$ cat config.mk
export PLATFORM = sky130hd
export DESIGN_NAME = gcd_vec_cell
export DESIGN_NICKNAME = d
export VERILOG_FILES = /design/src/design/gcd_pkg.sv /design/src/design/gcd_vec_cell.sv
export SDC_FILE = /design/constraint.sdc
export NUM_CORES = 1
export LEC_CHECK = 0
export ABC_AREA = 1
export BUFFER_PORTS_ARGS = -buffer_cell sky130_fd_sc_hd__buf_2
export CAP_MARGIN = 20
export CORE_ASPECT_RATIO = 1.25
export CORE_MARGIN = 2
export CORE_UTILIZATION = 50
export CTS_CLUSTER_SIZE = 10
export DETAILED_ROUTE_END_ITERATION = 16
export GPL_ROUTABILITY_DRIVEN = 0
export HOLD_SLACK_MARGIN = 0.05
export MAX_ROUTING_LAYER = met4
export PLACE_DENSITY_LB_ADDON = 0.08
export SLEW_MARGIN = 20
export SYNTH_ARGS = -nofsm -noshare
export SYNTH_HDL_FRONTEND = slang
export SYNTH_SLANG_ARGS = --single-unit
$ cat constraint.sdc
create_clock -name clk_i -period 3.5 [get_ports clk_i]
set_clock_uncertainty 0.05 [all_clocks]
set_input_delay 0.175 -clock clk_i [delete_from_list [all_inputs] [get_ports clk_i]]
set_output_delay 0.175 -clock clk_i [all_outputs]
set_load 0.03 [all_outputs]
$ cat src/design/gcd_pkg.sv
package gcd_pkg;

  localparam int RED_W       = 31;  // signed angle in half-microdegrees during reduction
  localparam int M_W         = 28;  // folded angle magnitude
  localparam int K_W         = 31;
  localparam int Z_W         = 33;  // cordic angle accumulator, q30 radians
  localparam int XY_W        = 34;  // cordic x and y
  localparam int TRIG_W      = 32;  // sin and cos and their products, q30
  localparam int A_W         = 31;  // haversine term, 0 .. 2^30
  localparam int SQ_N_W      = 61;  // radicand a << 30
  localparam int SQ_R_W      = 63;  // root accumulator
  localparam int SQRT_STEPS  = 31;
  localparam int ROOT_W      = 31;
  localparam int RADIUS_W    = 23;
  localparam int DIST_W      = 25;
  localparam int PROD_W      = RADIUS_W + Z_W;
  localparam int LANES       = 4;
  localparam int ADDR_W      = 3;
  localparam int DATA_W      = 32;

  localparam logic [RADIUS_W-1:0] RADIUS_RESET  = 23'd6371000;
  localparam logic [DIST_W-1:0]   DIST_MAX      = 25'd26353589;
  localparam logic [K_W-1:0]      RAD_K         = 31'd1257642267;
  localparam logic signed [XY_W-1:0] INV_GAIN   = 34'sd652032874;
  localparam logic [A_W-1:0]      ONE_Q30       = 31'd1073741824;
  localparam logic signed [RED_W-1:0] FULL_TURN_H    = 31'sd720000000;
  localparam logic signed [RED_W-1:0] HALF_TURN_H    = 31'sd360000000;
  localparam logic signed [RED_W-1:0] QUARTER_TURN_H = 31'sd180000000;

  // word index of the radius register
  localparam logic REG_RADIUS = 1'b0;

  typedef struct packed {
    logic neg;
    logic flip;
  } rot_ctl_t;

  function automatic logic signed [Z_W-1:0] atan_entry(input int i);
    logic signed [Z_W-1:0] v;
    case (i)
      0: v = 33'sd843314856;
      1: v = 33'sd497837829;
      2: v = 33'sd263043836;
      3: v = 33'sd133525158;
      4: v = 33'sd67021686;
      5: v = 33'sd33543515;
      6: v = 33'sd16775850;
      7: v = 33'sd8388437;
      8: v = 33'sd4194282;
      9: v = 33'sd2097149;
      default: begin
        if (i <= 30) v = Z_W'(64'sd1 <<< (30 - i));
        else v = '0;
      end
    endcase
    return v;
  endfunction

endpackage

$ cat src/design/gcd_vec_cell.sv
module gcd_vec_cell #(
  parameter int STAGE = 0
) (
  input  logic                             clk_i,
  input  logic                             en_i,
  input  logic signed [gcd_pkg::XY_W-1:0]  x_i,
  input  logic signed [gcd_pkg::XY_W-1:0]  y_i,
  input  logic signed [gcd_pkg::Z_W-1:0]   z_i,
  output logic signed [gcd_pkg::XY_W-1:0]  x_o,
  output logic signed [gcd_pkg::XY_W-1:0]  y_o,
  output logic signed [gcd_pkg::Z_W-1:0]   z_o
);
  import gcd_pkg::*;

  logic signed [XY_W-1:0] x_d, y_d, xs, ys;
  logic signed [Z_W-1:0]  z_d;

  // vectoring mode: drive y towards zero, collect the angle
  always_comb begin
    xs = x_i >>> STAGE;
    ys = y_i >>> STAGE;
    if (y_i >= 0) begin
      x_d = x_i + ys;
      y_d = y_i - xs;
      z_d = z_i + atan_entry(STAGE);
    end else begin
      x_d = x_i - ys;
      y_d = y_i + xs;
      z_d = z_i - atan_entry(STAGE);
    end
  end

  always_ff @(posedge clk_i) begin
    if (en_i) begin
      x_o <= x_d;
      y_o <= y_d;
      z_o <= z_d;
    end
  end

endmodule
# Yosys cells after proc, flatten, opt, wreduce, memory -nomap -nowiden
# Index checks and enable logic that the tools add are counted.
# classes
muxes	3
n_lt_le_gt_ge	1
addsub	5
# op_table
cell	count
34-bit two-way mux	2
34-bit subtractor	2
34-bit adder	1
34-bit by 1-bit greater-or-equal comparator with 1-bit output (second input constant)	1
33-bit by 31-bit adder with 33-bit output (second input constant)	1
33-bit two-way mux	1
33-bit by 31-bit subtractor with 33-bit output (second input constant)	1
# word_totals
output_inout_bits	101
reg_bits	101

# Logic depth before layout (Yosys ltp)
# depth
depth_word	2
depth_mapped	17

# Worst setup path before layout
# OpenSTA, ideal clock, no wires.
# synth_path
path_kind	input -> register
from	in y_i[33] (netlist name)
to	reg z_o[29] (netlist name) (data pin)
setup_slack_ns	0.767
arrival_time_ns	2.430
path_stages	14
setup_ns	0.252
path_buffers	3
cell_sequence	inv_1 -> buf_6 -> clkbuf_1 -> clkbuf_1 -> ha_1 -> a21o_1 -> a21oi_1 -> nor2_1 -> nor2_1 -> nor2_1 -> nor2_1 -> nand2_1 -> nand2_1 -> nand2_1
# synth_between
elab_chain_len	2
# synth_rtl
element	line_no	source
start: declaration	gcd_vec_cell.sv:7	input logic signed [gcd_pkg::XY_W-1:0] y_i,
34-bit by 1-bit greater-or-equal comparator with 1-bit output	gcd_vec_cell.sv:22	if (y_i >= 0) begin
33-bit two-way mux	gcd_vec_cell.sv:22	
via z_d[29]	gcd_vec_cell.sv:16	logic signed [Z_W-1:0] z_d;
end signal: assignment	gcd_vec_cell.sv:37	z_o <= z_d;
end: declaration	gcd_vec_cell.sv:11	output logic signed [gcd_pkg::Z_W-1:0] z_o
# The timed path passes the listed nets, and every way through them passes these cells.
# A chain may end at the register's enable or synchronous reset.

# Final worst setup path
# layout_path
from	in x_i[3] (netlist name)
to	reg y_o[21] (netlist name) (data pin)
# layout_between
elab_chain_len	2
# layout_rtl
element	line_no	source
start: declaration	gcd_vec_cell.sv:6	input logic signed [gcd_pkg::XY_W-1:0] x_i,
34-bit adder / 34-bit subtractor (equally long branches)	gcd_vec_cell.sv:28, gcd_vec_cell.sv:24	
34-bit two-way mux *	gcd_vec_cell.sv:22	
via y_d[21]	gcd_vec_cell.sv:15	logic signed [XY_W-1:0] x_d, y_d, xs, ys;
end signal: assignment	gcd_vec_cell.sv:36	y_o <= y_d;
end: declaration	gcd_vec_cell.sv:10	output logic signed [gcd_pkg::XY_W-1:0] y_o,
# Mark *: on every way through the listed nets, which the timed path passes. The rest lies on a longest branch.

==> reports/results.txt <==
Final period util - 0.6591
share of synthesized flip-flops with an asynchronous set or reset - 0
Total Die Area - 0.02597 mm²
Arr. time, crit path - 2.38 ns
number of diodes - 0
final cell count without fillers - 2,461
fraction of layout cells with a size suffix above 1 - 0.1295
data required time of the worst path - 3.58 ns
CTS Root Cell - sky130_fd_sc_hd__clkbuf_16
endpoint kind of the worst setup timing path - flip-flop
Fin Hold WS - 0.06624 ns
iteration-0 DRC count of the detailed router - 1,099
HPWL after detailed placement - 33,160 µm
number of optimization iterations in the first detailed-route pass - 6
drc violations - 0
worst vdd rail ir drop - 0.2513 mV
power density of the placed cells - 354.9 mW/mm²
Final Hold Fails - 0
clock transition at the registers of the reported paths - 0.07 ns
Multi-input gate area - 0.007929 mm²
# clock sinks - 100
sequential fraction of the synthesis area - 0.2432
most used flip-flop cell after synthesis - sky130_fd_sc_hd__edfxtp_1
starting density of the core - 0.5071
Vias/cell - 5.448
run status - complete, no violations
number of buffers created by CTS - 9
TritonCTS clock tree - built
row count - 64
max capacitance violation total - 0
sequential cell area - 0.003003 mm²
final routed wire length divided by cell count - 16.31 µm
Worst Setup Start Kind - input port
Max FO, Critical Path - 14
I/O pin count - 204
number of flops mapped to enable cells by yosys - 100
min setup slack post-route - 1.193 ns
RSZ-0062 raised after global routing - no
final number of max-transition violations - 0
synthesized cell area - 0.01235 mm²
post-CTS resize count - 0
synthesis warning total - 0
detailed-route wire length - 40,150 µm
final total negative setup slack - 0 ns
most common cell after layout, fill and taps aside - sky130_fd_sc_hd__nand2_1
HP Class - in2reg
PnR Total Power - 4923 µW
Post-Synthesis Cells - 1,950
core region area - 0.02434 mm²
Unique masters post-synth - 47
fin crit period - 2.307 ns
x dimension of the die - 144.5 µm
maximum clock path buffer count - 2
number of nets in the finished design - 2,346
post-CTS setup-driven buffer insertion count - 0
number of global-route vias before repair - 12,650
Mapped Nets - 2,170
total congestion overflow - 0
top library cells by usage in the layout, fill and taps aside - sky130_fd_sc_hd__nand2_1 (582), sky130_fd_sc_hd__inv_1 (291), sky130_fd_sc_hd__buf_2 (201), sky130_fd_sc_hd__nand3_1 (191), sky130_fd_sc_hd__nor2_1 (177)
overall track demand over capacity in global routing - 0.3182
antenna violation net count after detailed routing - 0
P&R area growth vs syn - 12.37%
antenna violations before repair - 0
total number of vias - 13,410
tightest slew margin relative to the limit - 0.4493
transition time at the pin with the least slew margin - 0.8261 ns
setup-violating endpoint count in the final report - 0
PortBufs - 203
Post-Place Worst Slack - 0.7861 ns
Mean Syn Cell Area - 6.331 µm²
P_leak - 0.007243 µW
count of state elements after synthesis - 100
number of instances in the placed design - 2,442
highest achievable clock rate - 433.5 MHz
maximum number of pins on one net before global-route repair - 74
CTS H-Tree Depth - 3
wire length of the first global-routing pass - 63,310 µm
Die Y-Extent - 179.7 µm
number of filler instances in the final layout - 2,542
critical path class - in2reg
[area by class of cell]
type,instances,area share
clock buffer,9,0.01623
clock inverter,7,0.005321
inverter,300,0.08117
multi-input combinational,1502,0.5715
sequential,100,0.2165
tap,330,0.02976
timing repair buffer,213,0.07955
[state kept, by name (all words and copies together) (netlist names)]
register and cells:
y_o 33, x_o 34, z_o 33
[synth_stat cells (2+ instances only)]
cell,n,area share
sky130_fd_sc_hd__or2_2,7,0.0035
sky130_fd_sc_hd__a31oi_1,3,0.0015
sky130_fd_sc_hd__o22ai_1,3,0.0015
sky130_fd_sc_hd__nand3_1,191,0.077
sky130_fd_sc_hd__a21o_1,5,0.0030
sky130_fd_sc_hd__inv_2,8,0.0024
sky130_fd_sc_hd__a21boi_0,3,0.0018
sky130_fd_sc_hd__mux2i_1,2,0.0016
sky130_fd_sc_hd__nor2_2,9,0.0046
sky130_fd_sc_hd__xor2_1,39,0.028
sky130_fd_sc_hd__edfxtp_1,100,0.24
sky130_fd_sc_hd__buf_2,25,0.010
sky130_fd_sc_hd__ha_1,114,0.12
sky130_fd_sc_hd__buf_6,2,0.0018
sky130_fd_sc_hd__buf_1,5,0.0015
sky130_fd_sc_hd__inv_1,292,0.089
sky130_fd_sc_hd__xnor2_1,6,0.0043
sky130_fd_sc_hd__nand4_1,16,0.0081
sky130_fd_sc_hd__o21ai_0,103,0.042
sky130_fd_sc_hd__nor2_1,177,0.054
sky130_fd_sc_hd__nand2_1,582,0.18
sky130_fd_sc_hd__buf_4,9,0.0055
sky130_fd_sc_hd__clkbuf_1,5,0.0015
sky130_fd_sc_hd__o21ai_1,13,0.0053
sky130_fd_sc_hd__nor2_4,2,0.0018
sky130_fd_sc_hd__o21a_1,4,0.0024
sky130_fd_sc_hd__nor3_2,2,0.0016
sky130_fd_sc_hd__nor3_1,21,0.0085
sky130_fd_sc_hd__o21bai_1,22,0.013
sky130_fd_sc_hd__nand2_2,13,0.0066
sky130_fd_sc_hd__a21oi_1,138,0.056
sky130_fd_sc_hd__fa_1,3,0.0049
sky130_fd_sc_hd__nor4_1,3,0.0015
sky130_fd_sc_hd__o211ai_1,5,0.0030
sky130_fd_sc_hd__nand3b_1,6,0.0036
[through the flow]
stage / utilization / area (µm²)
after global placement: 0.5564 / 13540
final: 0.5699 / 13870
after floorplan: - / 12350
after CTS: 0.5699 / 13870
after detailed placement: 0.5564 / 13540
after global routing: 0.5699 / 13870
[timing repair]
| action | in CTS | in global routing |
|---|---|---|
| hold endpoints to repair | 3 | 0 |
| endpoints found under the setup margin | 0 | 0 |
| hold buffers | 3 | 0 |
[worst max-delay path: stages]
cell	delay (ns)
sky130_fd_sc_hd__buf_2	0.10
sky130_fd_sc_hd__inv_1	0.04
sky130_fd_sc_hd__ha_1	0.53
sky130_fd_sc_hd__nand2_1	0.17
sky130_fd_sc_hd__nor2_1	0.25
sky130_fd_sc_hd__a21oi_1	0.14
sky130_fd_sc_hd__o21ai_0	0.52
sky130_fd_sc_hd__nand2_1	0.14
sky130_fd_sc_hd__nand2_1	0.09
sky130_fd_sc_hd__nand2_1	0.05
sky130_fd_sc_hd__nand3_1	0.08
sky130_fd_sc_hd__nand2_1	0.06
[worst paths after layout]
| path | start | endpoint | slack [ns] | cells after the start |
|---|---|---|---|---|
| worst max-delay path | x_i[3] | y_o[21]$_DFFE_PP_ | 1.19 | 12 |
| worst min-delay path | z_i[3] | z_o[3]$_DFFE_PP_ | 0.07 | 2 |
[power by group]
part | leakage [µW] | total, µW | internal, µW | switching [µW]
logic | 0.00612 | 2260 | 662 | 1600
registers | 0.000977 | 1600 | 1540 | 55.8
clock network | 0.000148 | 1060 | 559 | 504
[logic make-up (layout without fill, tap and decap cells)]
group | count (synthesis) | in the layout | synth area share
xor gates and xnor gates | 48 | 48 | 0.03679
and+or+nand+nor | 1033 | 1033 | 0.3514
DFF | 100 | 100 | 0.2432
buffers and inverters | 348 | 529 | 0.1145
muxes | 2 | 2 | 0.001622
AOI/OAI and AO/OA | 302 | 302 | 0.1321
adders and majority gates | 117 | 117 | 0.1204
[routing by layer]
layer | track usage | wire length, µm
met5 | - | 0
met4 | 0.1340 | 1929
met3 | 0.03223 | 3083
met2 | 0.5300 | 18830
met1 | 0.3904 | 16300
Power figures use the tool's default switching activity.
